$ cat config.mk
export PLATFORM = sky130hd
export DESIGN_NAME = acfs_front
export DESIGN_NICKNAME = d
export VERILOG_FILES = /design/src/rtl/acfs_pkg.sv /design/src/rtl/acfs_front.sv
export SDC_FILE = /design/constraint.sdc
export NUM_CORES = 1
export LEC_CHECK = 0
export BUFFER_PORTS_ARGS = -buffer_cell sky130_fd_sc_hd__buf_2
export CAP_MARGIN = 20
export CORE_ASPECT_RATIO = 0.7
export CORE_MARGIN = 1.5
export CORE_UTILIZATION = 35
export DETAILED_ROUTE_END_ITERATION = 16
export PLACE_DENSITY = 0.51
export SYNTH_ARGS = -nofsm -noshare
export SYNTH_HDL_FRONTEND = slang
export SYNTH_SLANG_ARGS = --single-unit
$ cat constraint.sdc
create_clock -name i_clk -period 13.6 [get_ports i_clk]
set_input_delay 2.72 -clock i_clk [delete_from_list [all_inputs] [get_ports i_clk]]
set_output_delay 2.72 -clock i_clk [all_outputs]
set_load 0.01 [all_outputs]
$ cat src/rtl/acfs_pkg.sv
// shared types, constants and aes helper functions for the cbc sample encryptor
`timescale 1ns / 1ps
package acfs_pkg;

    localparam int FRAME_SIZE_BITS_DEF = 24;
    localparam int BLK_BYTES = 16;
    localparam int NUM_ROUNDS = 10;
    localparam int CFG_ADDR_BITS = 5;
    localparam logic [3:0] TRAILER_MASK = 4'hf;

    localparam logic [1:0] REG_KEY_HIGH = 2'd0;
    localparam logic [1:0] REG_KEY_LOW = 2'd1;
    localparam logic [1:0] REG_IV_HIGH = 2'd2;
    localparam logic [1:0] REG_IV_LOW = 2'd3;

    // item handed from the front part to the back part
    typedef struct packed {
        logic         is_block;
        logic         is_first;
        logic         last;
        logic [127:0] block;
        logic [7:0]   clear_byte;
    } t_job;

    typedef enum logic [1:0] {
        ST_IDLE,
        ST_ROUND,
        ST_EMIT
    } t_back_state;

    function automatic logic [7:0] sbox(input logic [7:0] x);
        logic [7:0] t [256];
        t = '{
        8'h63,8'h7c,8'h77,8'h7b,8'hf2,8'h6b,8'h6f,8'hc5,8'h30,8'h01,8'h67,8'h2b,8'hfe,8'hd7,8'hab,8'h76,
        8'hca,8'h82,8'hc9,8'h7d,8'hfa,8'h59,8'h47,8'hf0,8'had,8'hd4,8'ha2,8'haf,8'h9c,8'ha4,8'h72,8'hc0,
        8'hb7,8'hfd,8'h93,8'h26,8'h36,8'h3f,8'hf7,8'hcc,8'h34,8'ha5,8'he5,8'hf1,8'h71,8'hd8,8'h31,8'h15,
        8'h04,8'hc7,8'h23,8'hc3,8'h18,8'h96,8'h05,8'h9a,8'h07,8'h12,8'h80,8'he2,8'heb,8'h27,8'hb2,8'h75,
        8'h09,8'h83,8'h2c,8'h1a,8'h1b,8'h6e,8'h5a,8'ha0,8'h52,8'h3b,8'hd6,8'hb3,8'h29,8'he3,8'h2f,8'h84,
        8'h53,8'hd1,8'h00,8'hed,8'h20,8'hfc,8'hb1,8'h5b,8'h6a,8'hcb,8'hbe,8'h39,8'h4a,8'h4c,8'h58,8'hcf,
        8'hd0,8'hef,8'haa,8'hfb,8'h43,8'h4d,8'h33,8'h85,8'h45,8'hf9,8'h02,8'h7f,8'h50,8'h3c,8'h9f,8'ha8,
        8'h51,8'ha3,8'h40,8'h8f,8'h92,8'h9d,8'h38,8'hf5,8'hbc,8'hb6,8'hda,8'h21,8'h10,8'hff,8'hf3,8'hd2,
        8'hcd,8'h0c,8'h13,8'hec,8'h5f,8'h97,8'h44,8'h17,8'hc4,8'ha7,8'h7e,8'h3d,8'h64,8'h5d,8'h19,8'h73,
        8'h60,8'h81,8'h4f,8'hdc,8'h22,8'h2a,8'h90,8'h88,8'h46,8'hee,8'hb8,8'h14,8'hde,8'h5e,8'h0b,8'hdb,
        8'he0,8'h32,8'h3a,8'h0a,8'h49,8'h06,8'h24,8'h5c,8'hc2,8'hd3,8'hac,8'h62,8'h91,8'h95,8'he4,8'h79,
        8'he7,8'hc8,8'h37,8'h6d,8'h8d,8'hd5,8'h4e,8'ha9,8'h6c,8'h56,8'hf4,8'hea,8'h65,8'h7a,8'hae,8'h08,
        8'hba,8'h78,8'h25,8'h2e,8'h1c,8'ha6,8'hb4,8'hc6,8'he8,8'hdd,8'h74,8'h1f,8'h4b,8'hbd,8'h8b,8'h8a,
        8'h70,8'h3e,8'hb5,8'h66,8'h48,8'h03,8'hf6,8'h0e,8'h61,8'h35,8'h57,8'hb9,8'h86,8'hc1,8'h1d,8'h9e,
        8'he1,8'hf8,8'h98,8'h11,8'h69,8'hd9,8'h8e,8'h94,8'h9b,8'h1e,8'h87,8'he9,8'hce,8'h55,8'h28,8'hdf,
        8'h8c,8'ha1,8'h89,8'h0d,8'hbf,8'he6,8'h42,8'h68,8'h41,8'h99,8'h2d,8'h0f,8'hb0,8'h54,8'hbb,8'h16};
        return t[x];
    endfunction

    function automatic logic [7:0] xtime(input logic [7:0] x);
        return {x[6:0], 1'b0} ^ (x[7] ? 8'h1b : 8'h00);
    endfunction

    // byte i of a 128-bit word, byte 0 most significant
    function automatic logic [7:0] byte_at(input logic [127:0] w, input int i);
        return w[127 - 8*i -: 8];
    endfunction

    // next round key from the current one
    function automatic logic [127:0] key_next(input logic [127:0] k, input logic [7:0] rc);
        logic [31:0] w0, w1, w2, w3, t;
        w0 = k[127:96]; w1 = k[95:64]; w2 = k[63:32]; w3 = k[31:0];
        t = {sbox(w3[23:16]) ^ rc, sbox(w3[15:8]), sbox(w3[7:0]), sbox(w3[31:24])};
        w0 = w0 ^ t;
        w1 = w1 ^ w0;
        w2 = w2 ^ w1;
        w3 = w3 ^ w2;
        return {w0, w1, w2, w3};
    endfunction

    // one round: subbytes, shiftrows, optional mixcolumns, add round key
    function automatic logic [127:0] aes_round(input logic [127:0] s, input logic [127:0] rk,
                                               input logic do_mix);
        logic [7:0] t [16];
        logic [7:0] a0, a1, a2, a3, al;
        logic [127:0] r;
        for (int c = 0; c < 4; c++) begin
            for (int i = 0; i < 4; i++) begin
                t[c*4+i] = sbox(byte_at(s, ((c + i) & 3) * 4 + i));
            end
        end
        if (do_mix) begin
            for (int c = 0; c < 4; c++) begin
                a0 = t[c*4]; a1 = t[c*4+1]; a2 = t[c*4+2]; a3 = t[c*4+3];
                al = a0 ^ a1 ^ a2 ^ a3;
                t[c*4]   = a0 ^ al ^ xtime(a0 ^ a1);
                t[c*4+1] = a1 ^ al ^ xtime(a1 ^ a2);
                t[c*4+2] = a2 ^ al ^ xtime(a2 ^ a3);
                t[c*4+3] = a3 ^ al ^ xtime(a3 ^ a0);
            end
        end
        for (int i = 0; i < 16; i++) begin
            r[127 - 8*i -: 8] = t[i];
        end
        return r ^ rk;
    endfunction

    function automatic logic [7:0] rcon(input logic [3:0] r);
        logic [7:0] v;
        case (r)
            4'd1: v = 8'h01;
            4'd2: v = 8'h02;
            4'd3: v = 8'h04;
            4'd4: v = 8'h08;
            4'd5: v = 8'h10;
            4'd6: v = 8'h20;
            4'd7: v = 8'h40;
            4'd8: v = 8'h80;
            4'd9: v = 8'h1b;
            4'd10: v = 8'h36;
            default: v = 8'h00;
        endcase
        return v;
    endfunction

endpackage

$ cat src/rtl/acfs_front.sv
// front part: tracks sample position, gathers blocks and classifies bytes
`timescale 1ns / 1ps
module acfs_front #(
    parameter int FRAME_SIZE_BITS = acfs_pkg::FRAME_SIZE_BITS_DEF
) (
    input  logic                       i_clk,
    input  logic                       i_rst_n,
    input  logic                       i_valid,
    output logic                       o_ready,
    input  logic [7:0]                 i_data_byte,
    input  logic [23:0]                i_frame_size,
    output logic                       o_job_valid,
    input  logic                       i_job_ready,
    output acfs_pkg::t_job             o_job
);
    import acfs_pkg::*;

    localparam int LenW = (FRAME_SIZE_BITS > 24) ? 24 : FRAME_SIZE_BITS;

    logic [23:0]  r_bytes_left, n_bytes_left;
    logic [3:0]   r_trailer, n_trailer;
    logic [3:0]   r_gather_cnt, n_gather_cnt;
    logic [119:0] r_gather;
    logic         r_first_blk, n_first_blk;
    logic         r_out_valid;
    t_job         r_out, n_out;
    logic         fire, new_sample, emit;
    logic [23:0]  len, left;
    logic [3:0]   trl;

    assign o_ready = !r_out_valid || i_job_ready;
    assign fire    = i_valid && o_ready;
    assign new_sample = (r_bytes_left == 24'd0);

    always_comb begin
        len = 24'(i_frame_size[LenW-1:0]);
        if (len == 24'd0) begin
            len = 24'd1;
        end
        left = new_sample ? len : r_bytes_left;
        trl  = new_sample ? (len[3:0] & TRAILER_MASK) : r_trailer;
        n_bytes_left = left - 24'd1;
        n_trailer = trl;
        n_gather_cnt = new_sample ? 4'd0 : r_gather_cnt;
        n_first_blk = new_sample ? 1'b1 : r_first_blk;
        emit = 1'b0;
        n_out = r_out;
        n_out.is_first = n_first_blk;
        n_out.last = (n_bytes_left == 24'd0);
        n_out.clear_byte = i_data_byte;
        if (left > 24'(trl)) begin
            n_out.is_block = 1'b1;
            n_out.block = {r_gather, i_data_byte};
            if (n_gather_cnt == 4'd15) begin
                emit = 1'b1;
                n_first_blk = 1'b0;
            end
            n_gather_cnt = n_gather_cnt + 4'd1;
        end else begin
            n_out.is_block = 1'b0;
            emit = 1'b1;
        end
    end

    always_ff @(posedge i_clk) begin
        if (!i_rst_n) begin
            r_bytes_left <= '0;
            r_trailer <= '0;
            r_gather_cnt <= '0;
            r_first_blk <= 1'b1;
            r_out_valid <= 1'b0;
        end else begin
            if (fire) begin
                r_bytes_left <= n_bytes_left;
                r_trailer <= n_trailer;
                r_gather_cnt <= n_gather_cnt;
                r_first_blk <= n_first_blk;
                r_out_valid <= emit;
            end else if (i_job_ready) begin
                r_out_valid <= 1'b0;
            end
        end
    end

    always_ff @(posedge i_clk) begin
        if (fire) begin
            r_gather <= {r_gather[111:0], i_data_byte};
            if (emit) begin
                r_out <= n_out;
            end
        end
    end

    assign o_job_valid = r_out_valid;
    assign o_job = r_out;

    a_gather_range: assert property (@(posedge i_clk) disable iff (!i_rst_n)
        (r_bytes_left == 24'd0) |-> (r_gather_cnt == 4'd0))
        else $error("gather count left over at sample end");
    a_hold: assert property (@(posedge i_clk) disable iff (!i_rst_n)
        (r_out_valid && !i_job_ready) |=> (r_out_valid && $stable(r_out)))
        else $error("job dropped under stall");
    a_nodouble: assert property (@(posedge i_clk) disable iff (!i_rst_n)
        (r_trailer != 4'd0 && r_bytes_left != 24'd0 && r_bytes_left <= 24'(r_trailer))
        |-> (r_gather_cnt == 4'd0))
        else $error("partial block before trailer");
endmodule

# == Word level (Yosys, flattened, before mapping) ==
# Index checks and enable logic that the tools add are counted.
# word_totals
register_bits,293
latch_bits,0
ramBits,0
rom_bits,0
inputBits,36
output_inout_bits,141
word_cells,37
n_memories,0
# op_classes
n_addsub,2
multipliers,0
div,0
order_cmp,1
n_eq_ne,1
n_shift,0
mux,13
bitwise_logic,0
reduce_logical,9
# op_table
operator,n
zero test 24 bit,3
2-to-1 mux 24 bit,2
greater-than comparator 24 x 4 -> 1 bit,1
"subtractor 24 x 1 -> 24 bit, second input constant",1
2-to-1 mux 4 bit,3
2-to-1 mux 1 bit,8
"adder 4 x 1 -> 4 bit, second input constant",1
"equality test 4 bit, second input constant",1
AND reduction 3 bit,1
AND reduction 2 bit,1
nonzero test 2 bit,1
logical AND 1 bit,1
zero test 1 bit,1
logical OR 1 bit,1

# == Depth between registers and ports, before layout ==
# Gate-level depths: netlist of the first run.
# logic_depth
word_depth,6
depth_mapped,19
mapped_depth_nobuf,16

# == Worst setup path before layout of the first run ==
# Ideal clock, no wire load.
# synth_timing
path_kind,input port to flip-flop
startpoint,input port i_frame_size[10]
endpoint,register r_out (netlist bit o_job[100]) (enable)
setup_time_ns,0.617
t_arrival_ns,10.821
required_time_ns,12.983
setup_slack_ns,2.161
stages,14
path_buffers,2
cell_sequence,or4_1 buf_2 or4_4 nor4_4 nor2_2 buf_2 a21o_1 ha_1 o21a_1 o21a_1 o21ai_0 nand4b_1 o21ai_0 nor2_1
# synth_between
elab_chain_cells,6
word_cells_on_any_way,7
cone_classes,order compare (1); mux (4); reduce/logical (2)
# synth_lines
item,line,text
"start, declared",acfs_front.sv:11,"input logic [23:0] i_frame_size,"
zero test 24 bit,acfs_front.sv:37,if (len == 24'd0) begin
2-to-1 mux 24 bit *,acfs_front.sv:37,
2-to-1 mux 24 bit or 2-to-1 mux 4 bit (tied branches),"acfs_front.sv:40, acfs_front.sv:41",
greater-than comparator 24 x 4 -> 1 bit *,acfs_front.sv:51,if (left > 24'(trl)) begin
2-to-1 mux 1 bit,acfs_front.sv:51,
AND reduction 3 bit (no line) *,n/a,
"end signal, assigned",acfs_front.sv:89,r_out <= n_out;
"end, declared",acfs_front.sv:26,"t_job r_out, n_out;"
# Mark *: on every way between the ends. The rest lies on a longest branch, timed or not.
# A chain may end at the register's enable or synchronous reset.

# == Worst setup path in the final report of the first run ==
# layout_timing
startpoint,input port i_frame_size[10]
endpoint,register r_out (netlist bit o_job[134]) (enable)
# The elaborated chain is that of the path after synthesis.

==> results of run 1 <==
## registers in the layout, summed over array words and instances, names as in the netlist
name	cells
o_job	139
r_gather	120
r_bytes_left	24
r_gather_cnt	4
r_trailer	4
o_job_valid	1
r_first_blk	1
## per-layer routing
layer  GRT usage  vias up
met3     0.03675       24
met4     0.03022        0
met5           0        -
met1      0.2138     2894
met2      0.2120      189
li1            -     2850
## worst min path at each step
stage / cells after the start / from / slack (ns) / endpoint
2_1_floorplan: 0 / r_gather[112] / 0.40 / o_job[128]
3_3_place_gp: 0 / r_gather[115] / 0.40 / o_job[131]
3_5_place_dp: 0 / r_gather[114] / 0.41 / o_job[130]
4_1_cts: 0 / r_gather[117] / 0.42 / o_job[133]
5_1_grt: 0 / r_gather[115] / 0.42 / o_job[131]
6_report: 0 / r_gather[115] / 0.42 / o_job[131]
## where the power goes
group	switching [mW]	total [mW]	internal, mW
Combinational	0.393	0.630	0.238
Clock	0.329	0.780	0.451
Sequential	0.0681	1.17	1.10
Total	0.790	2.58	1.79
## final cells by class
class | instances | area [um^2] | share of cell area
Sequential cell | 293 | 8458 | 0.6628
Timing Repair Buffer | 184 | 960.9 | 0.07530
Multi-Input combinational cell | 318 | 1912 | 0.1498
Tap cell | 378 | 473.0 | 0.03706
Clock buffer | 36 | 752.0 | 0.05893
Clock inverter | 17 | 177.7 | 0.01392
Inverter | 6 | 27.53 | 0.002157
## kinds of logic (layout without fill, tap and decap cells)
logic type,after synthesis,after routing
flops,293,293
simple gates,185,185
compound gates,101,101
buf+inv,26,243
xor+xnor,15,15
mux,10,10
fa+ha+maj,7,7
## worst max-delay path: stages
cell and delay [ns]:
sky130_fd_sc_hd__buf_2 0.11, sky130_fd_sc_hd__or4_1 0.65, sky130_fd_sc_hd__or4_4 0.51, sky130_fd_sc_hd__nor4_4 0.42
sky130_fd_sc_hd__nand2b_1 0.18, sky130_fd_sc_hd__o22a_1 0.19, sky130_fd_sc_hd__inv_1 0.07, sky130_fd_sc_hd__ha_1 0.19
sky130_fd_sc_hd__nor2b_1 0.11, sky130_fd_sc_hd__o21a_1 0.12, sky130_fd_sc_hd__o21a_1 0.10, sky130_fd_sc_hd__o21ai_0 0.06
sky130_fd_sc_hd__nand4b_1 0.12, sky130_fd_sc_hd__o21ai_0 0.24, sky130_fd_sc_hd__nor2_4 0.37, sky130_fd_sc_hd__buf_4 0.51
sky130_fd_sc_hd__buf_4 0.33, sky130_fd_sc_hd__buf_16 0.34
## Yosys cell counts, types with 2 or more instances
library cell	n
sky130_fd_sc_hd__a21o_1	3
sky130_fd_sc_hd__nand4_1	5
sky130_fd_sc_hd__a211oi_1	9
sky130_fd_sc_hd__buf_2	2
sky130_fd_sc_hd__nor2b_1	4
sky130_fd_sc_hd__nor4_1	11
sky130_fd_sc_hd__mux2i_1	10
sky130_fd_sc_hd__edfxtp_1	259
sky130_fd_sc_hd__a21oi_1	38
sky130_fd_sc_hd__nand3b_1	2
sky130_fd_sc_hd__o21a_1	8
sky130_fd_sc_hd__o21ai_0	18
sky130_fd_sc_hd__and3_1	3
sky130_fd_sc_hd__inv_1	5
sky130_fd_sc_hd__a31o_2	3
sky130_fd_sc_hd__dfxtp_1	34
sky130_fd_sc_hd__nand3_1	11
sky130_fd_sc_hd__or4_1	8
sky130_fd_sc_hd__nor2_1	65
sky130_fd_sc_hd__nand2_1	28
sky130_fd_sc_hd__or2_2	5
sky130_fd_sc_hd__nor4_2	2
sky130_fd_sc_hd__nor4b_1	2
sky130_fd_sc_hd__nand2b_1	6
sky130_fd_sc_hd__clkbuf_1	15
sky130_fd_sc_hd__nor3_1	16
sky130_fd_sc_hd__xnor2_1	8
sky130_fd_sc_hd__and2_1	6
sky130_fd_sc_hd__o211ai_1	5
sky130_fd_sc_hd__ha_1	7
sky130_fd_sc_hd__buf_1	3
sky130_fd_sc_hd__a31oi_1	3
sky130_fd_sc_hd__or3_1	5
sky130_fd_sc_hd__xor2_1	7
## per-stage QoR
step / setup WS [ns] / hold slack [ns] / instance area (um^2)
final: 6.363 / 0.4182 / 12760
after global routing: 5.998 / 0.4219 / 12760
after CTS: 6.024 / 0.4205 / 12730
after detailed placement: 5.432 / 0.4054 / 11800
after global placement: 5.519 / 0.4024 / 11800
after floorplan: 2.161 / 0.4003 / 10460
## cells in the final DEF, fill, tap and decap left out, types with 5 or more instances in the layout
cell and n:
sky130_fd_sc_hd__xor2_1 7, sky130_fd_sc_hd__nand3_1 11, sky130_fd_sc_hd__nor3_1 16, sky130_fd_sc_hd__buf_4 7, sky130_fd_sc_hd__a211oi_1 9, sky130_fd_sc_hd__nor2_1 64
sky130_fd_sc_hd__or3_1 5, sky130_fd_sc_hd__buf_2 176, sky130_fd_sc_hd__edfxtp_1 259, sky130_fd_sc_hd__o21a_1 8, sky130_fd_sc_hd__xnor2_1 8, sky130_fd_sc_hd__ha_1 7
sky130_fd_sc_hd__o211ai_1 5, sky130_fd_sc_hd__dfxtp_1 34, sky130_fd_sc_hd__nor4_1 11, sky130_fd_sc_hd__a21oi_1 38, sky130_fd_sc_hd__clkbuf_16 29, sky130_fd_sc_hd__and2_1 6
sky130_fd_sc_hd__clkbuf_1 7, sky130_fd_sc_hd__inv_1 5, sky130_fd_sc_hd__nand4_1 5, sky130_fd_sc_hd__clkinv_1 6, sky130_fd_sc_hd__mux2i_1 10, sky130_fd_sc_hd__nand2b_1 6
sky130_fd_sc_hd__nand2_1 28, sky130_fd_sc_hd__or4_1 8, sky130_fd_sc_hd__or2_2 5, sky130_fd_sc_hd__o21ai_0 18
==> impl_metrics.yaml, run 1 <==
final_layout:
  post_layout_nonfiller_instances: 1232
  antenna_cells_inserted: 0
  area_growth_pct: 21.97
  nNetsFinal: 875
  n_fill_cell: 2662
  fin_util: 0.4378
  layout_cells_sized_above_1: 0.2799
die:
  fp.coreArea_um2: 29150
  num_io_pins: 177
  core.rowCount: 52
  dieHeight_um: 147.7
  die-area_um2: 30960
  fp.dieW_um: 209.7
  initial_core_util: 0.3589
routing:
  dr.max_layer_used: "met4"
  met3_length_um: 1544
  route.detailed.drc: 0
  via_per_inst: 4.835
  avgRoutedWirePerCell_um: 18.17
  count_of_antenna_violating_nets_left_after_detailed_routing: 0
  drt_first_pass_iters: 5
  route.met2.wl_um: 9668
  vias: 5957
  detail_route.wirelength_um: 22380
  drt_first_iter_violations: 393
  met1Wirelength_um: 10850
synthesis:
  synth_simple_gate_area_frac: 0.09053
  ys_seq_elements: 293
  warnings_from_yosys: 0
  netlist_top_cells_area: "sky130_fd_sc_hd__edfxtp_1 74%, sky130_fd_sc_hd__dfxtp_1 6.5%, sky130_fd_sc_hd__nor2_1 2.3%, sky130_fd_sc_hd__a21oi_1 1.8%, sky130_fd_sc_hd__nand2_1 1.0%"
  synth_mux_area_frac: 0.009567
  mappedNetlistArea_um2: 10460
  proportion_of_synthesized_flip_flops_having_asynchronous_set_or_reset: 0
  synth_adder_area_share: 0.008371
  most_common_flop_cell_mapped_by_yosys: "sky130_fd_sc_hd__edfxtp_1"
  synth-compound-area-share: 0.06099
  post_synth.cell_area_avg_um2: 16.42
  netlist_instances: 637
  synthXorXnorAreaFrac: 0.01256
  synth_cell_type_count: 55
  synth_edf_count: 259
  netlist.top_cell.by_area: "sky130_fd_sc_hd__edfxtp_1"
  post-synth-top-area-fraction: 0.7434
  ys_seq_area_frac: 0.8084
  synth_top_family_by_area: "simple AND/OR/NAND/NOR gates"
  synth_fp_nets: 680
worst_setup_path:
  timing.critical_path.required_ns: 13.81
  critical_path_arrival_ns: 7.45
  worstReg2RegStart: "r_bytes_left[5]"
  ff2ff_path_depth: 17
  critPathCapture: "o_job[134]"
  worstPathMaxFanout: 74
  startpoint: "i_frame_size[10]"
  crit_path_class: "in2reg"
  reg2reg_slack_ns: 7.60
  worstReg2RegEnd: "o_job[136]"
  cp-start-kind: "primary input"
  cp-end-kind: "flip-flop"
clocking:
  cts_tree: "yes"
  clk_pin_slew_ns: 0.06
  cts-root-to-sink-buffers: 3
  hold_buffers: 0
  ctsRootBufferMaster: "sky130_fd_sc_hd__clkbuf_16"
  numCtsBuffers: 29
  cts_resized: 0
  clk-insertion-delay-late_ns: 0.56
  clkSinkCount: 293
  cts-htree-levels: 1
  post-cts-setup-buffer-count: 0
place:
  place_congestion: 0.8780
  dpl.hpwl_um: 14810
  placed_instance_count: 1178
  place.port_buffers: 176
power:
  total_leakage_power_nw: 4.596
  power.density_cell_area_nw_per_um2: 202.3
  vdd.ir_drop.worst_v: 0.0001001
  total_power_mw: 2.582
global_routing:
  maximum_number_of_pins_on_one_net_before_global_route_repair: 88
  number_of_antenna_violations_at_the_first_check_in_global_routing: 0
  number_of_global_route_vias_before_repair: 5636
  grt_overflow_total: 0
  track_usage: 0.1435
  global_route_wire_length_before_repair_um: 34020
sta:
  transition_time_of_the_tightest_slew_check_pin_ns: 0.9333
  hold_viol_final: 0
  setup-tns-final_ns: 0
  rsz0062_at_grt: "false"
  finalCriticalPeriod_ns: 7.237
  setup_viol: 0
  maxSlewViolCount: 0
  clock_skew_ns: 0.01317
  fmax_mhz: 138.2
  fraction_of_the_cycle_the_final_worst_path_needs: 0.5322
  relSlewSlack: 0.3755
status:
  outcome: "finished, final reports clean"
flow_run:
  max-cap-violations: 0
hold_path:
  min-delay-path-class: "reg2reg"
(Power assumes the default switching activity.)
==> run 2, diff against run 1 <==
--- a/config.mk
+++ b/config.mk
@@ -11,7 +11,7 @@
 export CORE_MARGIN = 1.5
 export CORE_UTILIZATION = 35
 export DETAILED_ROUTE_END_ITERATION = 16
-export PLACE_DENSITY = 0.51
+export PLACE_DENSITY = 0.53
 export SYNTH_ARGS = -nofsm -noshare
 export SYNTH_HDL_FRONTEND = slang
 export SYNTH_SLANG_ARGS = --single-unit
==> constraint.sdc (replaced) <==
create_clock -name i_clk -period 6.45 [get_ports i_clk]
set_input_delay 1.29 -clock i_clk [delete_from_list [all_inputs] [get_ports i_clk]]
set_output_delay 1.29 -clock i_clk [all_outputs]
set_load 0.01 [all_outputs]
==> impl_metrics.yaml, run 2 (same netlist as run 1, synthesis figures left out) <==
routing:
  drt_first_pass_iters: 5
  vias: 6018
  route.detailed.drc: 0
  drt_first_iter_violations: 435
  avgRoutedWirePerCell_um: 18.00
  detail_route.wirelength_um: 22100
  via_per_inst: 4.901
  count_of_antenna_violating_nets_left_after_detailed_routing: 0
hold_path:
  min-delay-path-class: "reg2reg"
  hold_path_end: "o_job[132]"
  min_path_cells: 0
  holdCritStartpoint: "r_gather[116]"
die:
  fp.coreArea_um2: 29150
  initial_core_util: 0.3589
  num_io_pins: 177
  die-area_um2: 30960
  dieHeight_um: 147.7
  fp.dieW_um: 209.7
  core.rowCount: 52
clocking:
  clkSinkCount: 293
  hold_buffers: 0
  cts_resized: 0
  cts_tree: "yes"
  cts-htree-levels: 1
  cts-root-to-sink-buffers: 3
  ctsRootBufferMaster: "sky130_fd_sc_hd__clkbuf_16"
  clk_pin_slew_ns: 0.06
  numCtsBuffers: 28
  post-cts-setup-buffer-count: 0
  clk-insertion-delay-late_ns: 0.55
sta:
  fmax_mhz: 192.8
  maxSlewViolCount: 0
  clock_skew_ns: 0.009133
  fraction_of_the_cycle_the_final_worst_path_needs: 0.8040
  setup-tns-final_ns: 0
  relSlewSlack: 0.3156
  finalCriticalPeriod_ns: 5.186
  transition_time_of_the_tightest_slew_check_pin_ns: 1.027
  rsz0062_at_grt: "false"
  hold_viol_final: 0
  setup_viol: 0
final_layout:
  nNetsFinal: 874
  area_growth_pct: 21.23
  final_common_cell: "sky130_fd_sc_hd__edfxtp_1"
  layout_cells_sized_above_1: 0.2765
  ff_latch_area_um2: 8458
  n_fill_cell: 2669
  multi_input_area_um2: 1912
  final_cell_mix: "259 x sky130_fd_sc_hd__edfxtp_1, 176 x sky130_fd_sc_hd__buf_2, 64 x sky130_fd_sc_hd__nor2_1"
  post_layout_nonfiller_instances: 1228
  largest_reg_flops: 139
  antenna_cells_inserted: 0
worst_setup_path:
  timing.critical_path.required_ns: 6.63
  startpoint: "i_frame_size[10]"
  worstPathMaxFanout: 43
  cp-end-kind: "flip-flop"
  ff2ff_path_depth: 16
  worstReg2RegStart: "r_bytes_left[2]"
  worstReg2RegEnd: "o_job[136]"
  crit_path_class: "in2reg"
  cp-start-kind: "primary input"
  reg2reg_slack_ns: 1.67
  critical_path_arrival_ns: 5.37
place:
  place_congestion: 0.9164
  placed_instance_count: 1178
  place.port_buffers: 176
  dpl.hpwl_um: 14620
power:
  total_leakage_power_nw: 4.554
  vdd.ir_drop.worst_v: 0.0002298
  power.density_cell_area_nw_per_um2: 419.3
status:
  outcome: "finished, final reports clean"
global_routing:
  number_of_antenna_violations_at_the_first_check_in_global_routing: 0
  number_of_global_route_vias_before_repair: 5569
  track_usage: 0.1406
  maximum_number_of_pins_on_one_net_before_global_route_repair: 80
  global_route_wire_length_before_repair_um: 33470
  grt_overflow_total: 0
flow_run:
  max-cap-violations: 0
==> run 2: stage by stage <==
step / hold WS [ns] / power, mW / setup WS [ns] / utilization / cell area [um^2]
after global routing: 0.4234 / 5.617 / 0.8795 / 0.4351 / 12680
after global placement: 0.4009 / 3.817 / 0.7216 / 0.4054 / 11820
after floorplan: 0.4003 / 3.428 / 0.003274 / - / 10470
after detailed placement: 0.4045 / 3.815 / 0.7004 / 0.4054 / 11820
after CTS: 0.4203 / 5.362 / 1.283 / 0.4342 / 12660
final: 0.4184 / 5.319 / 1.264 / 0.4351 / 12680
==> run 2: cell type report <==
class	instances	share of cell area
Inverter	6	0.002170
Clock buffer	32	0.05643
Multi-Input combinational cell	318	0.1507
Clock inverter	17	0.009766
Tap cell	378	0.03729
Sequential cell	293	0.6669
Timing Repair Buffer	184	0.07675
==> run 2: per-layer routing <==
metal	vias up	part of all wire	wire length [um]	track usage
li1	2839	-	-	-
met1	2929	0.50	11040	0.2205
met2	217	0.41	9052	0.1942
met3	33	0.070	1537	0.03314
met4	0	0.021	466	0.03489
met5	-	0	0	0
==> run 2: critical path, stage by stage <==
cell and delay [ns]:
sky130_fd_sc_hd__buf_2 0.11, sky130_fd_sc_hd__or4_1 0.65, sky130_fd_sc_hd__or4_4 0.50, sky130_fd_sc_hd__nor4_4 0.40, sky130_fd_sc_hd__nand2b_1 0.18, sky130_fd_sc_hd__o22a_1 0.18, sky130_fd_sc_hd__inv_1 0.07, sky130_fd_sc_hd__ha_1 0.19
sky130_fd_sc_hd__nor2b_1 0.10, sky130_fd_sc_hd__o21a_1 0.11, sky130_fd_sc_hd__o21a_1 0.09, sky130_fd_sc_hd__o21ai_0 0.08, sky130_fd_sc_hd__nand4b_1 0.13, sky130_fd_sc_hd__o21ai_0 0.24, sky130_fd_sc_hd__nor2_4 0.43, sky130_fd_sc_hd__buf_4 0.55
==> run 2: how the worst max path moves through the flow <==
| stage | slack [ns] | cells after the start | end |
|---|---|---|---|
| after floorplan | 0.003 | 14 | o_job[100] |
| after detailed placement | 0.70 | 16 | o_job[131] |
| final | 1.26 | 16 | o_job[111] |
| after global routing | 0.88 | 16 | o_job[10] |
| after CTS | 1.28 | 16 | o_job[29] |
| after global placement | 0.72 | 16 | o_job[119] |
==> run 2: power breakdown <==
group,total (mW),internal [mW],leakage [nW],switching (mW)
Sequential,2.47,2.33,2.70,0.145
Clock,1.52,0.836,0.406,0.688
Combinational,1.32,0.504,1.45,0.820
==> run 3, diff against run 2 <==
--- a/config.mk
+++ b/config.mk
@@ -11,7 +11,7 @@
 export CORE_MARGIN = 1.5
 export CORE_UTILIZATION = 35
 export DETAILED_ROUTE_END_ITERATION = 16
-export PLACE_DENSITY = 0.53
+export PLACE_DENSITY = 0.51
 export SYNTH_ARGS = -nofsm -noshare
 export SYNTH_HDL_FRONTEND = slang
 export SYNTH_SLANG_ARGS = --single-unit
==> constraint.sdc (replaced) <==
create_clock -name i_clk -period 5.3 [get_ports i_clk]
set_input_delay 1.06 -clock i_clk [delete_from_list [all_inputs] [get_ports i_clk]]
set_output_delay 1.06 -clock i_clk [all_outputs]
set_load 0.01 [all_outputs]
==> impl_metrics.yaml, run 3 (same netlist as run 1, synthesis figures left out) <==
clocking:
  cts_resized: 0
  clkSinkCount: 293
  post-cts-setup-buffer-count: 0
  clk-insertion-delay-late_ns: 0.54
  cts-root-to-sink-buffers: 3
  cts-htree-levels: 1
  hold_buffers: 0
  clk_pin_slew_ns: 0.06
  cts_tree: "yes"
  numCtsBuffers: 28
  ctsRootBufferMaster: "sky130_fd_sc_hd__clkbuf_16"
final_layout:
  layout_cells_sized_above_1: 0.2887
  final_cell_mix: "259 x sky130_fd_sc_hd__edfxtp_1, 176 x sky130_fd_sc_hd__buf_2, 64 x sky130_fd_sc_hd__nor2_1"
  ff_latch_area_um2: 8458
  area_growth_pct: 22.49
  final_common_cell: "sky130_fd_sc_hd__edfxtp_1"
  nNetsFinal: 881
  largest_reg_flops: 139
  n_fill_cell: 2640
  multi_input_area_um2: 1923
power:
  switching_power_mw: 1.986
  p_seq_frac: 0.461
  swShare: 0.3038
  power.density_cell_area_nw_per_um2: 510.0
  total_power_mw: 6.537
  total_leakage_power_nw: 4.624
  vdd.ir_drop.worst_v: 0.0002824
  power_frac_clock: 0.290
  cellInternalPower_mw: 4.551
  power.combinational.fraction: 0.249
sta:
  hold_viol_final: 0
  setup_viol: 0
  fmax_mhz: 205.3
  hold-worst-slack_ns: 0.4185
  fraction_of_the_cycle_the_final_worst_path_needs: 0.9190
  rsz0062_at_grt: "false"
  maxSlewViolCount: 0
  finalCriticalPeriod_ns: 4.871
  transition_time_of_the_tightest_slew_check_pin_ns: 0.7724
  relSlewSlack: 0.4803
  clock_skew_ns: 0.01351
routing:
  drt_first_pass_iters: 5
  drt_first_iter_violations: 463
  vias: 5988
  count_of_antenna_violating_nets_left_after_detailed_routing: 0
  via_per_inst: 4.837
  route.detailed.drc: 0
  detail_route.wirelength_um: 22360
  avgRoutedWirePerCell_um: 18.06
worst_setup_path:
  critical_path_arrival_ns: 5.19
  cp-end-kind: "flip-flop"
  worstPathMaxFanout: 6
  crit_path_class: "reg2reg"
  timing.critical_path.required_ns: 5.62
  cp-start-kind: "flip-flop"
global_routing:
  global_route_wire_length_before_repair_um: 33990
  track_usage: 0.1432
  maximum_number_of_pins_on_one_net_before_global_route_repair: 94
  grt_overflow_total: 0
  number_of_antenna_violations_at_the_first_check_in_global_routing: 1
  number_of_global_route_vias_before_repair: 5630
place:
  place_congestion: 0.8585
  dpl.hpwl_um: 14860
  place.port_buffers: 176
die:
  core.rowCount: 52
  initial_core_util: 0.3589
  fp.dieW_um: 209.7
  num_io_pins: 177
  fp.coreArea_um2: 29150
  die-area_um2: 30960
  dieHeight_um: 147.7
hold_path:
  min-delay-path-class: "reg2reg"
flow_run:
  max-cap-violations: 0
status:
  outcome: "finished, final reports clean"
## run 3: cell count changes in the layout (fill, tap and decap cells not counted), moves of 3 or more
cell / before / now
sky130_fd_sc_hd__buf_12: 1 / 4
sky130_fd_sc_hd__buf_4: 6 / 10
sky130_fd_sc_hd__clkinv_1: 9 / 6
sky130_fd_sc_hd__clkinv_2: 2 / 6
## run 3: through the flow
stage / instances / setup TNS [ns] / utilization / setup WS, ns / area [um^2]
global route: 1237 / 0 / 0.4396 / 0.09555 / 12810
finish: 1238 / 0 / 0.4397 / 0.4291 / 12820
global placement: 1185 / 0 / 0.4089 / 0.2046 / 11920
detailed placement: 1185 / 0 / 0.4089 / 0.09660 / 11920
floorplan: 637 / -95.93 / - / -0.6221 / 10490
CTS: 1236 / 0 / 0.4387 / 0.5699 / 12790
## run 3: final timing paths
kind                        start    endpoint  slack [ns]  cells past startpoint
setup / recovery  r_bytes_left[2]  o_job[136]        0.43                     16
hold / removal      r_gather[117]  o_job[133]        0.42                      0
setup reg to reg  r_bytes_left[2]  o_job[136]        0.43                     16
hold reg to reg     r_gather[117]  o_job[133]        0.42                      0
## run 3: power by group through the flow
stage               clock network [mW]  registers, mW  logic, mW
floorplan                            0           3.01       1.17
global placement                     0           3.05       1.61
detailed placement                   0           3.05       1.61
CTS                               1.96           3.01       1.62
global route                      2.06           3.04       1.81
finish                            1.90           3.01       1.63
## run 3: layout make-up
cell class,instances,area share
Multi-Input combinational cell,318,0.1501
Sequential cell,293,0.6600
Antenna cell,1,0.0001953
Tap cell,378,0.03690
Clock inverter,17,0.01132
Clock buffer,34,0.05643
Inverter,6,0.002148
Timing Repair Buffer,191,0.08298
## run 3: metal layers
metal | vias to the layer above | track usage | share of wire
met5 | - | 0 | 0
met4 | 0 | 0.04029 | 0.022
met3 | 36 | 0.03123 | 0.068
met2 | 184 | 0.1944 | 0.40
met1 | 2908 | 0.2274 | 0.51
li1 | 2860 | - | -
## run 3: critical path, cell delays in order (launching register included)
cell,delay (ns)
sky130_fd_sc_hd__dfxtp_1,0.38
sky130_fd_sc_hd__nor3_1,0.65
sky130_fd_sc_hd__nand4_1,0.23
sky130_fd_sc_hd__nor2_1,0.21
sky130_fd_sc_hd__nand2b_1,0.09
sky130_fd_sc_hd__o22a_1,0.22
sky130_fd_sc_hd__inv_1,0.09
sky130_fd_sc_hd__ha_1,0.17
sky130_fd_sc_hd__nor4b_1,0.42
sky130_fd_sc_hd__nand2_1,0.14
sky130_fd_sc_hd__a31oi_1,0.25
sky130_fd_sc_hd__o211ai_1,0.25
sky130_fd_sc_hd__or4_1,0.47
sky130_fd_sc_hd__xnor2_1,0.22
sky130_fd_sc_hd__nand4_1,0.12
sky130_fd_sc_hd__or4_1,0.42
sky130_fd_sc_hd__nor4_2,0.34
